### config.mk
export PLATFORM = sky130hd
export DESIGN_NAME = hold_repeat_selector_seven_segment_core
export DESIGN_NICKNAME = d
export VERILOG_FILES = /design/src/sv/hrs_pkg.sv /design/src/sv/hrs_div10.sv /design/src/sv/hold_repeat_selector_seven_segment_core.sv
export SDC_FILE = /design/constraint.sdc
export NUM_CORES = 1
export LEC_CHECK = 0
export ABC_AREA = 1
export ABC_CLOCK_PERIOD_IN_PS = 7500
export BUFFER_PORTS_ARGS = -buffer_cell sky130_fd_sc_hd__buf_2
export CORE_AREA = 10 10 218 220
export CTS_BUF_LIST = sky130_fd_sc_hd__clkbuf_16
export DETAILED_ROUTE_END_ITERATION = 10
export DIE_AREA = 0 0 228 230
export SLEW_MARGIN = 20
export SYNTH_ARGS = -nofsm -noshare
export SYNTH_HDL_FRONTEND = slang
export SYNTH_SLANG_ARGS = --single-unit
### constraint.sdc
create_clock -name clk -period 7.5 [get_ports clk]
set_input_delay 1.875 -clock clk [delete_from_list [all_inputs] [get_ports clk]]
set_output_delay 1.875 -clock clk [all_outputs]
set_load 0.005 [all_outputs]
### src/sv/hrs_pkg.sv
`default_nettype none

package hrs_pkg;

    // configuration and field widths
    localparam int CNT_W      = 11;
    localparam int HOLD_W     = 8;
    localparam int IDX_OUT_W  = 10;
    localparam int SEG_W      = 7;
    localparam int DCNT_W     = 3;
    localparam int CFG_IDX_W  = 1;
    localparam int CFG_DATA_W = 11;
    localparam int SEG_POS    = 4;

    localparam int DEF_MAX_ITEMS  = 1024;
    localparam int DEF_MAX_DIGITS = 4;

    localparam logic [CNT_W-1:0]  RST_ITEM_COUNT = CNT_W'(1);
    localparam logic [HOLD_W-1:0] RST_HOLD_TICKS = HOLD_W'(15);

    // register indexes
    localparam logic [CFG_IDX_W-1:0] REG_ITEM_COUNT = CFG_IDX_W'(0);
    localparam logic [CFG_IDX_W-1:0] REG_HOLD_TICKS = CFG_IDX_W'(1);

    // divide by ten as multiply by 6554 / 2^16, exact below 16384
    localparam int DEC_BASE  = 10;
    localparam int RECIP     = 6554;
    localparam int RECIP_SH  = 16;
    localparam int RECIP_MAX = 16384;

    typedef enum logic [1:0] {
        S_IDLE,
        S_STEP,
        S_DIGIT,
        S_DONE
    } state_t;

    typedef struct packed {
        logic              armed;
        logic [HOLD_W-1:0] ticks;
        logic              fire;
    } trk_t;

    // segments a..g in bits 0..6
    function automatic logic [SEG_W-1:0] seg_of(input logic [3:0] d);
        logic [SEG_W-1:0] s;
        case (d)
            4'd0:    s = 7'h3F;
            4'd1:    s = 7'h06;
            4'd2:    s = 7'h5B;
            4'd3:    s = 7'h4F;
            4'd4:    s = 7'h66;
            4'd5:    s = 7'h6D;
            4'd6:    s = 7'h7D;
            4'd7:    s = 7'h07;
            4'd8:    s = 7'h7F;
            4'd9:    s = 7'h6F;
            default: s = '0;
        endcase
        return s;
    endfunction

    // edge and hold tracking of one button
    function automatic trk_t track(input logic armed, input logic [HOLD_W-1:0] ticks,
                                   input logic pressed, input logic level,
                                   input logic alone, input logic [HOLD_W-1:0] hold);
        trk_t              r;
        logic [HOLD_W-1:0] inc;
        r.armed = armed;
        r.ticks = ticks;
        r.fire  = 1'b0;
        inc     = ticks + HOLD_W'(1);
        if (!armed)
        begin
            if (pressed)
            begin
                r.armed = 1'b1;
                r.ticks = '0;
            end
        end
        else if (level)
        begin
            if (alone)
            begin
                if (inc >= hold)
                begin
                    r.ticks = '0;
                    r.fire  = 1'b1;
                end
                else
                begin
                    r.ticks = inc;
                end
            end
        end
        else
        begin
            r.armed = 1'b0;
            r.fire  = (ticks != '0);
        end
        return r;
    endfunction

endpackage

`default_nettype wire

### src/sv/hrs_div10.sv
`default_nettype none

module hrs_div10 #(
    parameter int W = 10
) (
    input  wire logic [W-1:0]             num,
    output logic      [W-1:0]             quo,
    output logic      [hrs_pkg::SEG_W-1:0] seg
);
    import hrs_pkg::*;

    localparam int PW = W + RECIP_SH;

    logic [PW-1:0] prod;
    logic [W+3:0]  q10;
    logic [W+3:0]  rem_full;
    logic [3:0]    rem;

    assign prod     = PW'(num) * PW'(RECIP);
    assign quo      = prod[RECIP_SH +: W];
    assign q10      = ((W+4)'(quo) << 3) + ((W+4)'(quo) << 1);
    assign rem_full = (W+4)'(num) - q10;
    assign rem      = rem_full[3:0];
    assign seg      = seg_of(rem);

endmodule

`default_nettype wire

### src/sv/hold_repeat_selector_seven_segment_core.sv
// Up/down item selector with hold auto-repeat and a four digit seven-segment readout.
//
// in channel: one word per frame tick (player_present and the down/up pressed, level
// and alone bits), valid/ready. out channel: one word per input word with the
// selection, the sticky fault and the digit segments, valid/ready.
// cfg channel: cfg_index 0 writes item_count, 1 writes hold_ticks; always ready. The user
// must write it only while the block is idle; the block itself does not enforce this.
//
// Each word passes from acceptance to the result register through the button tracking
// and index step, the decimal digits one at a time in the shared divide-by-ten unit
// (none when there is no selection or the fault is set, up to MAX_DIGITS), and the
// output load; the sequencer idles again only after the load, so no new word is taken
// before then. in_ready is high only while the sequencer idles; a finished result
// waits in the output register, so the next word can be taken while the receiver
// stalls; that word then holds in the sequencer until the output register frees up.
//
// Reset clears the selection, the button tracking and the fault; item_count returns
// to 1 and hold_ticks to 15. No result is pending after reset.
`default_nettype none

module hold_repeat_selector_seven_segment_core #(
    parameter int MAX_ITEMS  = hrs_pkg::DEF_MAX_ITEMS,
    parameter int MAX_DIGITS = hrs_pkg::DEF_MAX_DIGITS
) (
    input  wire logic                             clk,
    input  wire logic                             rst_n,
    input  wire logic                             cfg_valid,
    output logic                                  cfg_ready,
    input  wire logic [hrs_pkg::CFG_IDX_W-1:0]    cfg_index,
    input  wire logic [hrs_pkg::CFG_DATA_W-1:0]   cfg_data,
    input  wire logic                             in_valid,
    output logic                                  in_ready,
    input  wire logic                             player_present,
    input  wire logic                             down_pressed,
    input  wire logic                             down_level,
    input  wire logic                             down_alone,
    input  wire logic                             up_pressed,
    input  wire logic                             up_level,
    input  wire logic                             up_alone,
    output logic                                  out_valid,
    input  wire logic                             out_ready,
    output logic                                  sel_valid,
    output logic      [hrs_pkg::IDX_OUT_W-1:0]    sel_index,
    output logic                                  sel_changed,
    output logic                                  fault,
    output logic      [hrs_pkg::DCNT_W-1:0]       digit_count,
    output logic      [hrs_pkg::SEG_W-1:0]        seg_ones,
    output logic      [hrs_pkg::SEG_W-1:0]        seg_tens,
    output logic      [hrs_pkg::SEG_W-1:0]        seg_hundreds,
    output logic      [hrs_pkg::SEG_W-1:0]        seg_thousands
);
    import hrs_pkg::*;

    // item_count cannot exceed its 11 bit field
    localparam int NCAP = (MAX_ITEMS < (1 << CNT_W) - 1) ? MAX_ITEMS : (1 << CNT_W) - 1;
    localparam int IW   = $clog2(NCAP);

    // configuration
    logic [CNT_W-1:0]  item_count_reg;
    logic [HOLD_W-1:0] hold_ticks_reg;

    // captured input word
    logic player_reg, dp_reg, dl_reg, da_reg, upp_reg, ul_reg, ua_reg;

    // selector state
    logic              has_sel_reg;
    logic [IW-1:0]     cur_reg;
    logic              down_armed_reg, up_armed_reg;
    logic [HOLD_W-1:0] down_ticks_reg, up_ticks_reg;
    logic              halted_reg;
    logic              changed_reg;

    // digit sequencer
    state_t            state_reg, state_next;
    logic [IW-1:0]     t_reg;
    logic [DCNT_W-1:0] cnt_reg;
    logic [DCNT_W-1:0] ndig_reg;
    logic [SEG_W-1:0]  seg_reg [SEG_POS];

    // output register
    logic                 out_valid_reg;
    logic                 o_sel_valid_reg, o_changed_reg, o_fault_reg;
    logic [IDX_OUT_W-1:0] o_index_reg;
    logic [DCNT_W-1:0]    o_ndig_reg;
    logic [SEG_W-1:0]     o_seg_reg [SEG_POS];

    // step logic
    logic [CNT_W-1:0]  n;
    logic [CNT_W-1:0]  cur_ext;
    logic [CNT_W-1:0]  cur_inc;
    logic              step_halted;
    trk_t              trk_d, trk_u;
    logic              step_has, step_changed;
    logic [IW-1:0]     step_cur;
    logic              step_down_armed, step_up_armed;
    logic [HOLD_W-1:0] step_down_ticks, step_up_ticks;

    // shared divide unit
    logic [IW-1:0]    div_q;
    logic [SEG_W-1:0] div_seg;
    logic             dig_last;
    logic             dig_full;

    // sequencer controls
    logic do_step, do_digit, do_load, can_load;

    assign cfg_ready = 1'b1;

    always_ff @(posedge clk or negedge rst_n)
    begin
        if (!rst_n)
        begin
            item_count_reg <= RST_ITEM_COUNT;
            hold_ticks_reg <= RST_HOLD_TICKS;
        end
        else if (cfg_valid)
        begin
            case (cfg_index)
                REG_ITEM_COUNT: item_count_reg <= cfg_data;
                REG_HOLD_TICKS: hold_ticks_reg <= cfg_data[HOLD_W-1:0];
                default:        ;
            endcase
        end
    end

    // one tick of button tracking and index stepping
    always_comb
    begin
        n = (item_count_reg > CNT_W'(NCAP)) ? CNT_W'(NCAP) : item_count_reg;
        cur_ext = CNT_W'(cur_reg);
        cur_inc = cur_ext + CNT_W'(1);
        step_halted = halted_reg || (n == '0) || (has_sel_reg && (cur_ext >= n));

        trk_d = track(down_armed_reg, down_ticks_reg, dp_reg, dl_reg, da_reg,
                      hold_ticks_reg);
        trk_u = track(up_armed_reg, up_ticks_reg, upp_reg, ul_reg, ua_reg,
                      hold_ticks_reg);

        step_has        = has_sel_reg;
        step_cur        = cur_reg;
        step_changed    = 1'b0;
        step_down_armed = down_armed_reg;
        step_down_ticks = down_ticks_reg;
        step_up_armed   = up_armed_reg;
        step_up_ticks   = up_ticks_reg;

        if (!step_halted && player_reg)
        begin
            step_down_armed = trk_d.armed;
            step_down_ticks = trk_d.ticks;
            if (trk_d.fire)
            begin
                if (!has_sel_reg || (cur_inc == n))
                    step_cur = '0;
                else
                    step_cur = IW'(cur_inc);
                step_has     = 1'b1;
                step_changed = 1'b1;
            end
            else
            begin
                // up only looked at when down did not fire
                step_up_armed = trk_u.armed;
                step_up_ticks = trk_u.ticks;
                if (trk_u.fire)
                begin
                    if (has_sel_reg)
                        step_cur = (cur_reg == '0) ? IW'(n - CNT_W'(1)) : cur_reg - IW'(1);
                    else
                        step_cur = (n >= CNT_W'(2)) ? IW'(n - CNT_W'(2)) : '0;
                    step_has     = 1'b1;
                    step_changed = 1'b1;
                end
            end
        end
    end

    hrs_div10 #(
        .W (IW)
    ) u_div10 (
        .num (t_reg),
        .quo (div_q),
        .seg (div_seg)
    );

    assign dig_last = (div_q == '0);
    assign dig_full = ((cnt_reg + DCNT_W'(1)) == DCNT_W'(MAX_DIGITS));
    assign can_load = !out_valid_reg || out_ready;

    // next state
    always_comb
    begin
        state_next = state_reg;
        case (state_reg)
            S_IDLE:
            begin
                if (in_valid)
                    state_next = S_STEP;
            end
            S_STEP:
            begin
                if (!step_halted && step_has)
                    state_next = S_DIGIT;
                else
                    state_next = S_DONE;
            end
            S_DIGIT:
            begin
                if (dig_last || dig_full)
                    state_next = S_DONE;
            end
            S_DONE:
            begin
                if (can_load)
                    state_next = S_IDLE;
            end
            default: state_next = S_IDLE;
        endcase
    end

    // sequencer outputs
    always_comb
    begin
        in_ready = 1'b0;
        do_step  = 1'b0;
        do_digit = 1'b0;
        do_load  = 1'b0;
        case (state_reg)
            S_IDLE:  in_ready = 1'b1;
            S_STEP:  do_step  = 1'b1;
            S_DIGIT: do_digit = 1'b1;
            S_DONE:  do_load  = can_load;
            default: ;
        endcase
    end

    always_ff @(posedge clk or negedge rst_n)
    begin
        if (!rst_n)
            state_reg <= S_IDLE;
        else
            state_reg <= state_next;
    end

    always_ff @(posedge clk)
    begin
        if (in_valid && in_ready)
        begin
            player_reg <= player_present;
            dp_reg     <= down_pressed;
            dl_reg     <= down_level;
            da_reg     <= down_alone;
            upp_reg    <= up_pressed;
            ul_reg     <= up_level;
            ua_reg     <= up_alone;
        end
    end

    always_ff @(posedge clk or negedge rst_n)
    begin
        if (!rst_n)
        begin
            has_sel_reg    <= 1'b0;
            cur_reg        <= '0;
            down_armed_reg <= 1'b0;
            up_armed_reg   <= 1'b0;
            down_ticks_reg <= '0;
            up_ticks_reg   <= '0;
            halted_reg     <= 1'b0;
            changed_reg    <= 1'b0;
        end
        else if (do_step)
        begin
            has_sel_reg    <= step_has;
            cur_reg        <= step_cur;
            down_armed_reg <= step_down_armed;
            up_armed_reg   <= step_up_armed;
            down_ticks_reg <= step_down_ticks;
            up_ticks_reg   <= step_up_ticks;
            halted_reg     <= step_halted;
            changed_reg    <= step_changed;
        end
    end

    // one decimal digit per cycle, least significant first
    always_ff @(posedge clk)
    begin
        if (do_step)
        begin
            t_reg    <= step_cur;
            cnt_reg  <= '0;
            ndig_reg <= '0;
            for (int i = 0; i < SEG_POS; i++)
                seg_reg[i] <= '0;
        end
        else if (do_digit)
        begin
            t_reg   <= div_q;
            cnt_reg <= cnt_reg + DCNT_W'(1);
            if (dig_last)
            begin
                seg_reg[cnt_reg[1:0]] <= div_seg;
                ndig_reg              <= cnt_reg + DCNT_W'(1);
            end
            else if (dig_full)
            begin
                // too many digits, blank readout
                for (int i = 0; i < SEG_POS; i++)
                    seg_reg[i] <= '0;
                ndig_reg <= '0;
            end
            else
            begin
                seg_reg[cnt_reg[1:0]] <= div_seg;
            end
        end
    end

    always_ff @(posedge clk or negedge rst_n)
    begin
        if (!rst_n)
            out_valid_reg <= 1'b0;
        else if (do_load)
            out_valid_reg <= 1'b1;
        else if (out_ready)
            out_valid_reg <= 1'b0;
    end

    always_ff @(posedge clk)
    begin
        if (do_load)
        begin
            o_sel_valid_reg <= has_sel_reg;
            o_index_reg     <= has_sel_reg ? IDX_OUT_W'(cur_reg) : '0;
            o_changed_reg   <= changed_reg;
            o_fault_reg     <= halted_reg;
            o_ndig_reg      <= ndig_reg;
            for (int i = 0; i < SEG_POS; i++)
                o_seg_reg[i] <= seg_reg[i];
        end
    end

    assign out_valid     = out_valid_reg;
    assign sel_valid     = o_sel_valid_reg;
    assign sel_index     = o_index_reg;
    assign sel_changed   = o_changed_reg;
    assign fault         = o_fault_reg;
    assign digit_count   = o_ndig_reg;
    assign seg_ones      = o_seg_reg[0];
    assign seg_tens      = o_seg_reg[1];
    assign seg_hundreds  = o_seg_reg[2];
    assign seg_thousands = o_seg_reg[3];

    // fault never clears once raised
    a_halt_sticky: assert property (@(posedge clk) disable iff (!rst_n)
        halted_reg |=> halted_reg)
        else $error("halt flag cleared");

    // a faulted word carries a blank readout and no step
    a_fault_blank: assert property (@(posedge clk) disable iff (!rst_n)
        (out_valid && fault) |-> (digit_count == '0 && !sel_changed))
        else $error("faulted word not blank");

    // digit counter stays within the readout
    a_digit_bound: assert property (@(posedge clk) disable iff (!rst_n)
        (state_reg == S_DIGIT) |-> (cnt_reg < DCNT_W'(MAX_DIGITS)))
        else $error("digit counter overran");

    // no selection means no digits shown
    a_nosel_blank: assert property (@(posedge clk) disable iff (!rst_n)
        (out_valid && !sel_valid) |-> (digit_count == '0 && sel_index == '0))
        else $error("readout without selection");

endmodule

`default_nettype wire

After elaboration in Yosys (flattened, before gate mapping)

Memory sizes are Yosys's and may differ from the RTL's.
Index checks and enable logic that the tools add are counted.

Register bits after elaboration: 92
RAM bits: 56
Bits in read-only memories: 112
Memories kept: 3

Memories:

| name             | depth | bits a word | rd ports | clocked after memory_dff | write ports | RTL line                                      | source |
|---|---|---|---|---|---|---|---|
| (name not given) | 16    | 7           | 1        | 0                        | 0           | hrs_pkg.sv:47                                 | `case (d)` |
| o_seg_reg        | 4     | 7           | 4        | 0                        | 4           | hold_repeat_selector_seven_segment_core.sv:85 | `logic [SEG_W-1:0] o_seg_reg [SEG_POS];` |
| seg_reg          | 4     | 7           | 4        | 0                        | 4           | hold_repeat_selector_seven_segment_core.sv:78 | `logic [SEG_W-1:0] seg_reg [SEG_POS];` |

Add/subtract/negate cells: 9
Multipliers: 1
Order comparisons: 5
Equal/unequal tests: 12
Mux-type cells: 73
Bitwise gates (word level): 7
Reductions and logical operators: 32

Operators with widths:

| operator                                                           | count |
|---|---|
| 2-to-1 mux 10 bit                                                  | 9 |
| 2-to-1 mux 9 bit                                                   | 6 |
| 2-to-1 mux 7 bit                                                   | 6 |
| 2-to-1 mux 1 bit                                                   | 40 |
| 2-to-1 mux 8 bit                                                   | 4 |
| multiplier 10 x 12 -> 22 bit, second input constant                | 1 |
| zero test 10 bit                                                   | 2 |
| subtractor 10 x 1 -> 10 bit, second input constant                 | 2 |
| adder 8 x 1 -> 8 bit, second input constant                        | 2 |
| greater-or-equal comparator 8 bit                                  | 2 |
| nonzero test 8 bit                                                 | 2 |
| != test 2 bit, second input constant                               | 7 |
| adder 10 x 1 -> 11 bit, second input constant                      | 1 |
| == test 11 bit                                                     | 1 |
| greater-or-equal comparator 10 x 11 -> 1 bit                       | 1 |
| greater-or-equal comparator 11 x 2 -> 1 bit, second input constant | 1 |
| > comparator 11 bit, second input constant                         | 1 |
| zero test 11 bit                                                   | 1 |
| 2-to-1 mux 11 bit                                                  | 1 |
| nonzero test 2 bit                                                 | 5 |
| subtractor 10 x 2 -> 10 bit, second input constant                 | 1 |
| 2-to-1 mux 2 bit                                                   | 4 |
| case mux 2 bit (4 select lines)                                    | 1 |
| AND reduction 2 bit                                                | 4 |
| 17 further kinds                                                   | 34 |

Depth between registers and ports, before layout

Gate-level depths: netlist of the first run.

Word-level depth: 12
Mapped depth: 30
Depth with buffers taken out: 30

Modules after synthesis

A second synthesis of the first run with hierarchy kept.

Cells, all modules: 1,218
Area, all modules: 10,408.7 um^2

Modules (own cells, without submodules):

| module                                  | instances | cells an instance | area each (um^2) | seq. area each (um^2) |
|---|---|---|---|---|
| hold_repeat_selector_seven_segment_core | 1         | 917               | 7,992.7          | 4,125.2 |
| hrs_div10                               | 1         | 301               | 2,416.1          | 0.0 |

Least setup slack after synthesis of the first run

Ideal clock, no wire load.

Kind: reg2reg
From: register t_reg[8]
To: memory seg_reg[1][0], data pin
Library setup time: 141 ps
Arrival time: 5,133 ps
Data required time: 7,359 ps
Path slack: 2,226 ps
Cell stages (with the launch flop): 29
Period minus slack after synthesis: 5,274 ps
Cell sequence: edfxtp_1 > inv_1 > ha_1 > fa_1 > inv_1 > fa_1 > fa_1 > inv_1 > fa_1 > inv_1 > ha_1 > nand2_1 > inv_1 > nand2_1 > nand2_1 > a21oi_1 > nand3b_1 > nand2_1 > inv_1 > ha_1 > or2_2 > nand2_1 > inv_1 > or2_2 > o21ai_0 > nand2_1 > nand2_1 > inv_2 > nor2_1

RTL lines:

| what                   | RTL line                                       | source |
|---|---|---|
| from (decl)            | hold_repeat_selector_seven_segment_core.sv:75  | `logic [IW-1:0] t_reg;` |
| from (signal assigned) | hold_repeat_selector_seven_segment_core.sv:290 | `t_reg <= step_cur;` |
| from (signal assigned) | hold_repeat_selector_seven_segment_core.sv:298 | `t_reg <= div_q;` |
| to (decl)              | hold_repeat_selector_seven_segment_core.sv:78  |  |

==> metrics.txt, run 1 <==
RSZ-0062 raised after global routing=false; Synth Warn #=0; FF/Latch Area=about 4100 µm²; ANT cells=0; Post-Syn Instances=about 1300; Place WS=between 1500 and 2000 ps; register area share after synthesis=0.386; DPL Wire Length=between 20000 and 25000 µm; vias per cell=4.38; Hold Path Origin=seg_reg[1][6]; total die area=between 50000 and 60000 µm²; Max stage delay on crit path=approximately 510 ps; Horiz. Die Dim=roughly 230 µm; WP data required=roughly 7800 ps; setup TNS=0 ps; worst skew pair latency=approximately 460 ps; IO buf count=between 60 and 70; initial drt markers=between 500 and 600; root buffer cell=clkbuf_16; global routing's busiest layer=met2; Design Area, Final=approximately 12000 µm²; Slew Limit Headroom=0.508; top cell type's share of synthesized area=0.250; Initial Util=0.249; initial antenna violation count=0; R2R setup slack=~1800 ps; r2r endpoint=seg_reg[0][0]; post-synth top area cell=edfxtp_1; multi-input logic area=roughly 5600 µm²; GPL Wtd Cong=between 0.9 and 1; Synth area leaders=edfxtp_1, ha_1, nand2_1; share of layout cells above drive strength 1=0.130; CTS tree=built; total routed wirelength=27100 µm; Max-Cap Viols=0; synthesized area per cell=~8.4 µm²; CTS buffer count=17; largest net degree at the start of global routing=54; main flop type after synthesis=edfxtp_1; Tightest Hold Check Type=reg2reg; number of synthesized register bits=148; # Post-CTS Setup Buffers=0; clk sink count=148; IO Count=between 70 and 80; most frequent cells in the layout=nand2_1, inv_1, ha_1, nor2_1, edfxtp_1; actual slew at the worst max-slew pin=737 ps; Worst Hold Endpoint=o_seg_reg[1][6]; Peak Freq=between 150 and 200 MHz; Critical Path Slowest Stage Cell=fa_1; Reg2Reg Launch Point=t_reg[4]; CP bufs+invs=7; post-layout net count=roughly 1500; ys async rst share=0.358; commonest non-fill, non-tap cell in the layout=nand2_1; Register-to-Register Path Depth=26; number of global-route vias before repair=8579; Tcrit/Tclk final=0.761; Reg clk slew, reported paths=around 70 ps; Area Overhead vs Synth=14.3%; drt drc=0; cts hold-fix bufs=0; Clock Path Buffers=2; synth unique cells=51; post-CTS resize count=0; vias=8489; Rows=76; outcome=finished, final reports clean; setup ws final=~1800 ps; overflow left after global routing=0; GR met1 Demand/Resource=0.136; CP max FO=5; first-pass GRT wire length=~45000 µm; Worst setup EP type=flip-flop; # fillers=roughly 4600; CP arrival=between 6000 and 7000 ps; met2 Track Usage GR=0.171; DR WL/cell=between 10 and 15 µm; most used cell, CP=inv_1; Post-synth EDFFs=around 90; min Tclk post-route=~5700 ps; final setup fails=0; dpl cell area=between 10000 and 15000 µm²; WHS Path Cells=0; post-route ant nets=0; CP startpoint kind=flip-flop; Setup CP Type=reg2reg; first drt pass iteration count=5; Die Height=about 230 µm; final worst clock skew=~13 ps; delay-heaviest family, CP=adder cells; area of the core=about 43000 µm²; Mapped Nets=1437; worst hold slack=approximately 420 ps; Mapped Area=about 11000 µm²; H-Tree Level Count=4; Final Hold Fails=0; M3 GR Usage=0.0240; GR Util All Layers=0.105; Slew Limit Fails=0
[worst reg2reg max path: stages, from the launching register on]
cell and delay (ps):
edfxtp_1 470, ha_1 350, inv_1 60, fa_1 480, inv_1 70, fa_1 480
fa_1 520, inv_1 60, fa_1 500, inv_1 40, ha_1 330, a21oi_1 220
nand2_1 100, a21oi_1 170, nand3b_1 100, nand2_1 90, inv_1 70, ha_1 300
or2_2 300, nand2_1 130, inv_1 100, or2_2 290, o21ai_0 80, nand2_1 70
nand2_1 70, inv_2 50, nor2_1 80
[layout make-up]
type / count / area share
sequential: 148 / 0.338
timing repair buffer: 73 / 0.0308
multi-input combinational: 898 / 0.463
inverter: 205 / 0.0631
clock buffer: 17 / 0.0349
tap: 585 / 0.0600
clock inverter: 14 / 0.00985
[logic make-up after synthesis]
logic type	count (synthesis)	synth area share
flops	148	0.386
buf+inv	228	0.0854
fa+ha+maj	139	0.181
xor+xnor	27	0.0222
other cells	1	0.000351
mux	1	0.00105
compound gates	127	0.0643
simple gates	603	0.259
[Yosys cell counts, types with 2 or more instances]
cell type,instances
a21oi_2,2
nand2_1,333
inv_1,188
nand4_1,26
xor2_1,23
nand3_1,84
nor4_1,3
nand2_2,9
ha_1,113
buf_4,3
nand3_2,2
buf_6,5
fa_1,26
or2_2,7
a41oi_1,2
o21ai_1,6
nor2_4,6
nor3_1,10
nor2_2,10
buf_2,6
nor2_1,92
dfrtp_1,48
nand4_4,4
clkbuf_1,7
xnor2_1,4
nand3b_1,8
dfstp_2,5
nand2_4,3
buf_1,2
dfxtp_1,6
inv_2,16
o21ai_0,56
edfxtp_1,89
a21oi_1,53
[layer usage]
layer,wire length [µm],share of wire
met1,12800,0.47
met2,12400,0.46
met3,1500,0.055
met4,401,0.015
met5,0,0
[worst max-delay path by stage]
stage	from	end	slack [ps]	depth (start not counted)
floorplan	t_reg[8]	seg_reg[1][0]	2230	28
global placement	t_reg[8]	seg_reg[1][0]	1940	28
detailed placement	t_reg[8]	seg_reg[0][0]	1820	26
CTS	t_reg[4]	seg_reg[0][0]	1790	26
global route	t_reg[4]	seg_reg[0][0]	1430	26
finish	t_reg[4]	seg_reg[0][0]	1790	26
[per-stage QoR]
stage / utilization / std cells
6_report: 0.284 / 1940
5_1_grt: 0.284 / 1940
4_1_cts: 0.284 / 1940
3_5_place_dp: 0.272 / 1909
3_3_place_gp: 0.272 / 1909
2_1_floorplan: - / 1274
Power of run 1 is not shown: default switching activity piles up to over one toggle a cycle in this logic, so the estimate is an artifact.
==> run 2, diff against run 1 <==
--- a/config.mk
+++ b/config.mk
@@ -6,7 +6,7 @@
 export NUM_CORES = 1
 export LEC_CHECK = 0
 export ABC_AREA = 1
-export ABC_CLOCK_PERIOD_IN_PS = 7500
+export ABC_CLOCK_PERIOD_IN_PS = 4800
 export BUFFER_PORTS_ARGS = -buffer_cell sky130_fd_sc_hd__buf_2
 export CORE_AREA = 10 10 218 220
 export CTS_BUF_LIST = sky130_fd_sc_hd__clkbuf_16
==> constraint.sdc (replaced) <==
create_clock -name clk -period 4.8 [get_ports clk]
set_input_delay 1.2 -clock clk [delete_from_list [all_inputs] [get_ports clk]]
set_output_delay 1.2 -clock clk [all_outputs]
set_load 0.005 [all_outputs]
==> run 2 against run 1 <==
Net effect:
- sequential share of layout area fell by 2.9 points
- die area did not move
- critical path type unchanged
- final area rose by 9.5%
- critical path depth rose by 1
- the run now ends with negative setup slack left
- critical endpoint unchanged
- via count rose by 4.1%
- maximum frequency rose by 12%
- count of clock-buffer cells in the layout did not move
- first-iteration DRC count rose by 24%
- worst hold slack got worse by 0.74 ps
- flip-flop and latch count did not move
- clock skew fell by 1.1 ps
- non-clock buffer count rose by 85
==> metrics.txt, run 2 (synthesized netlist as in run 1, its figures left out) <==
outcome=finished with violations; failing checks=negative setup slack; Max-Cap Viols=0; R2R setup slack=-300 ps; initial antenna violation count=0; Peak Freq=about 200 MHz; GR Util All Layers=0.107; r2r endpoint=seg_reg[0][0]; RSZ-0062 raised after global routing=true; drt drc=0; share of layout cells above drive strength 1=0.245; CP arrival=approximately 5400 ps; Slew Limit Fails=0; multi-input logic area=between 6000 and 7000 µm²; # fillers=between 4000 and 5000; largest net degree at the start of global routing=45; final setup fails=just over 60; Setup CP Type=reg2reg; Met2 Wirelength=about 13000 µm; DR WL/cell=between 10 and 15 µm; Clock Path Buffers=2; total routed wirelength=~28000 µm; initial drt markers=approximately 650; total die area=52400 µm²; Reg clk slew, reported paths=~60 ps; WHS Path Cells=0; H-Tree Level Count=4; Top Layer Used=met4; Design Area, Final=~13000 µm²; Die Height=roughly 230 µm; commonest non-fill, non-tap cell in the layout=nand2_1; Tcrit/Tclk final=1.06; post-layout net count=about 1600; Horiz. Die Dim=between 200 and 250 µm; ANT cells=0; number of global-route vias before repair=around 8700; Reg2Reg Launch Point=t_reg[8]; delay-heaviest family, CP=adder cells; overflow left after global routing=0; most frequent cells in the layout=nand2_1, inv_1, ha_1, edfxtp_1, buf_4; final worst clock skew=12.0 ps; clk sink count=148; root buffer cell=clkbuf_16; Initial Util=0.249; area of the core=between 40000 and 50000 µm²; CTS buffer count=17; critical path depth=27; min Tclk post-route=a little over 5000 ps; Area Overhead vs Synth=25.1%; Rows=76; actual slew at the worst max-slew pin=807 ps; met3 WL post-DR=between 1000 and 1500 µm; Final Hold Fails=0; Tightest Hold Check Type=reg2reg; CP max FO=4; Max stage delay on crit path=roughly 560 ps; IO Count=71; CP bufs+invs=7; CTS tree=built; first-pass GRT wire length=roughly 45000 µm; Worst Hold Endpoint=o_seg_reg[2][5]; wire length on met1=13400 µm; Critical Path Slowest Stage Cell=fa_1; GPL Wtd Cong=~0.94; DPL Wire Length=roughly 22000 µm; dpl cell area=around 12000 µm²; vias=between 8000 and 9000; Worst setup EP type=flip-flop; FF/Latch Area=between 4000 and 5000 µm²; Hold Path Origin=seg_reg[2][5]; CP startpoint kind=flip-flop; Slew Limit Headroom=0.462; post-route ant nets=0; Register-to-Register Path Depth=27; WP data required=about 5100 ps; vias per cell=4.36; worst skew pair latency=450 ps; first drt pass iteration count=5; most used cell, CP=inv_2; IO buf count=69; final core occ=0.311; setup ws final=-303 ps
-- run 2: changes by cell type in the layout (fill, tap and decap cells not counted), moves of 13 or more --
cell / previous run / this run
nor2_1: 92 / 78
nand2_1: 333 / 306
buf_4: 4 / 84
inv_2: 16 / 30
inv_1: 188 / 175
nand2_2: 9 / 27
ha_1: 113 / 99
-- run 2: layout make-up --
type / count / share of cell area
clock inverters: 15 / 0.00975
flip-flops and latches: 148 / 0.309
repair buffers: 158 / 0.0793
multi-input cells: 898 / 0.458
well taps: 585 / 0.0548
clock buffers: 17 / 0.0319
inverters: 205 / 0.0578
-- run 2: per-stage QoR --
| stage | setup TNS [ps] | hold WS [ps] | instances | worst slack (ps) |
|---|---|---|---|---|
| floorplan | -434 | 400 | 1274 | -42.8 |
| global placement | -16570 | 406 | 1978 | -359 |
| detailed placement | -18040 | 405 | 1978 | -426 |
| CTS | -12690 | 419 | 2019 | -272 |
| global route | -23410 | 427 | 2026 | -500 |
| finish | -11410 | 419 | 2026 | -303 |
-- run 2: routing by layer --
layer | GRT usage | up-vias
met1 | 0.141 | 4149
met5 | 0 | -
met3 | 0.0262 | 28
li1 | - | 4443
met2 | 0.172 | 218
met4 | 0.0254 | 0
-- run 2: worst register-to-register path, delay by kind of cell (launching register included) --
| kind | cells | cell delay (ps) |
|---|---|---|
| DFF | 1 | 470 |
| AOI/OAI and AO/OA | 3 | 370 |
| adders and majority gates | 7 | 2630 |
| buffers and inverters | 7 | 430 |
| and+or+nand+nor | 10 | 1060 |
-- run 2: how the worst max path moves through the flow --
stage	startpoint	endpoint
floorplan	t_reg[8]	seg_reg[1][6]
global placement	t_reg[8]	seg_reg[3][6]
detailed placement	t_reg[8]	seg_reg[1][6]
CTS	t_reg[8]	seg_reg[0][0]
global route	t_reg[7]	seg_reg[0][0]
finish	t_reg[8]	seg_reg[0][0]
-- run 2: repair_timing --
item | in CTS | in global routing
pin swaps | 32 | 24
hold endpoints to repair | 0 | 0
endpoints found under the setup margin | 61 | 61
gates resized for setup | 45 | 53
hold buffers | 0 | 0
setup buffers | 9 | 8
Power of run 2 is left out for the same reason.
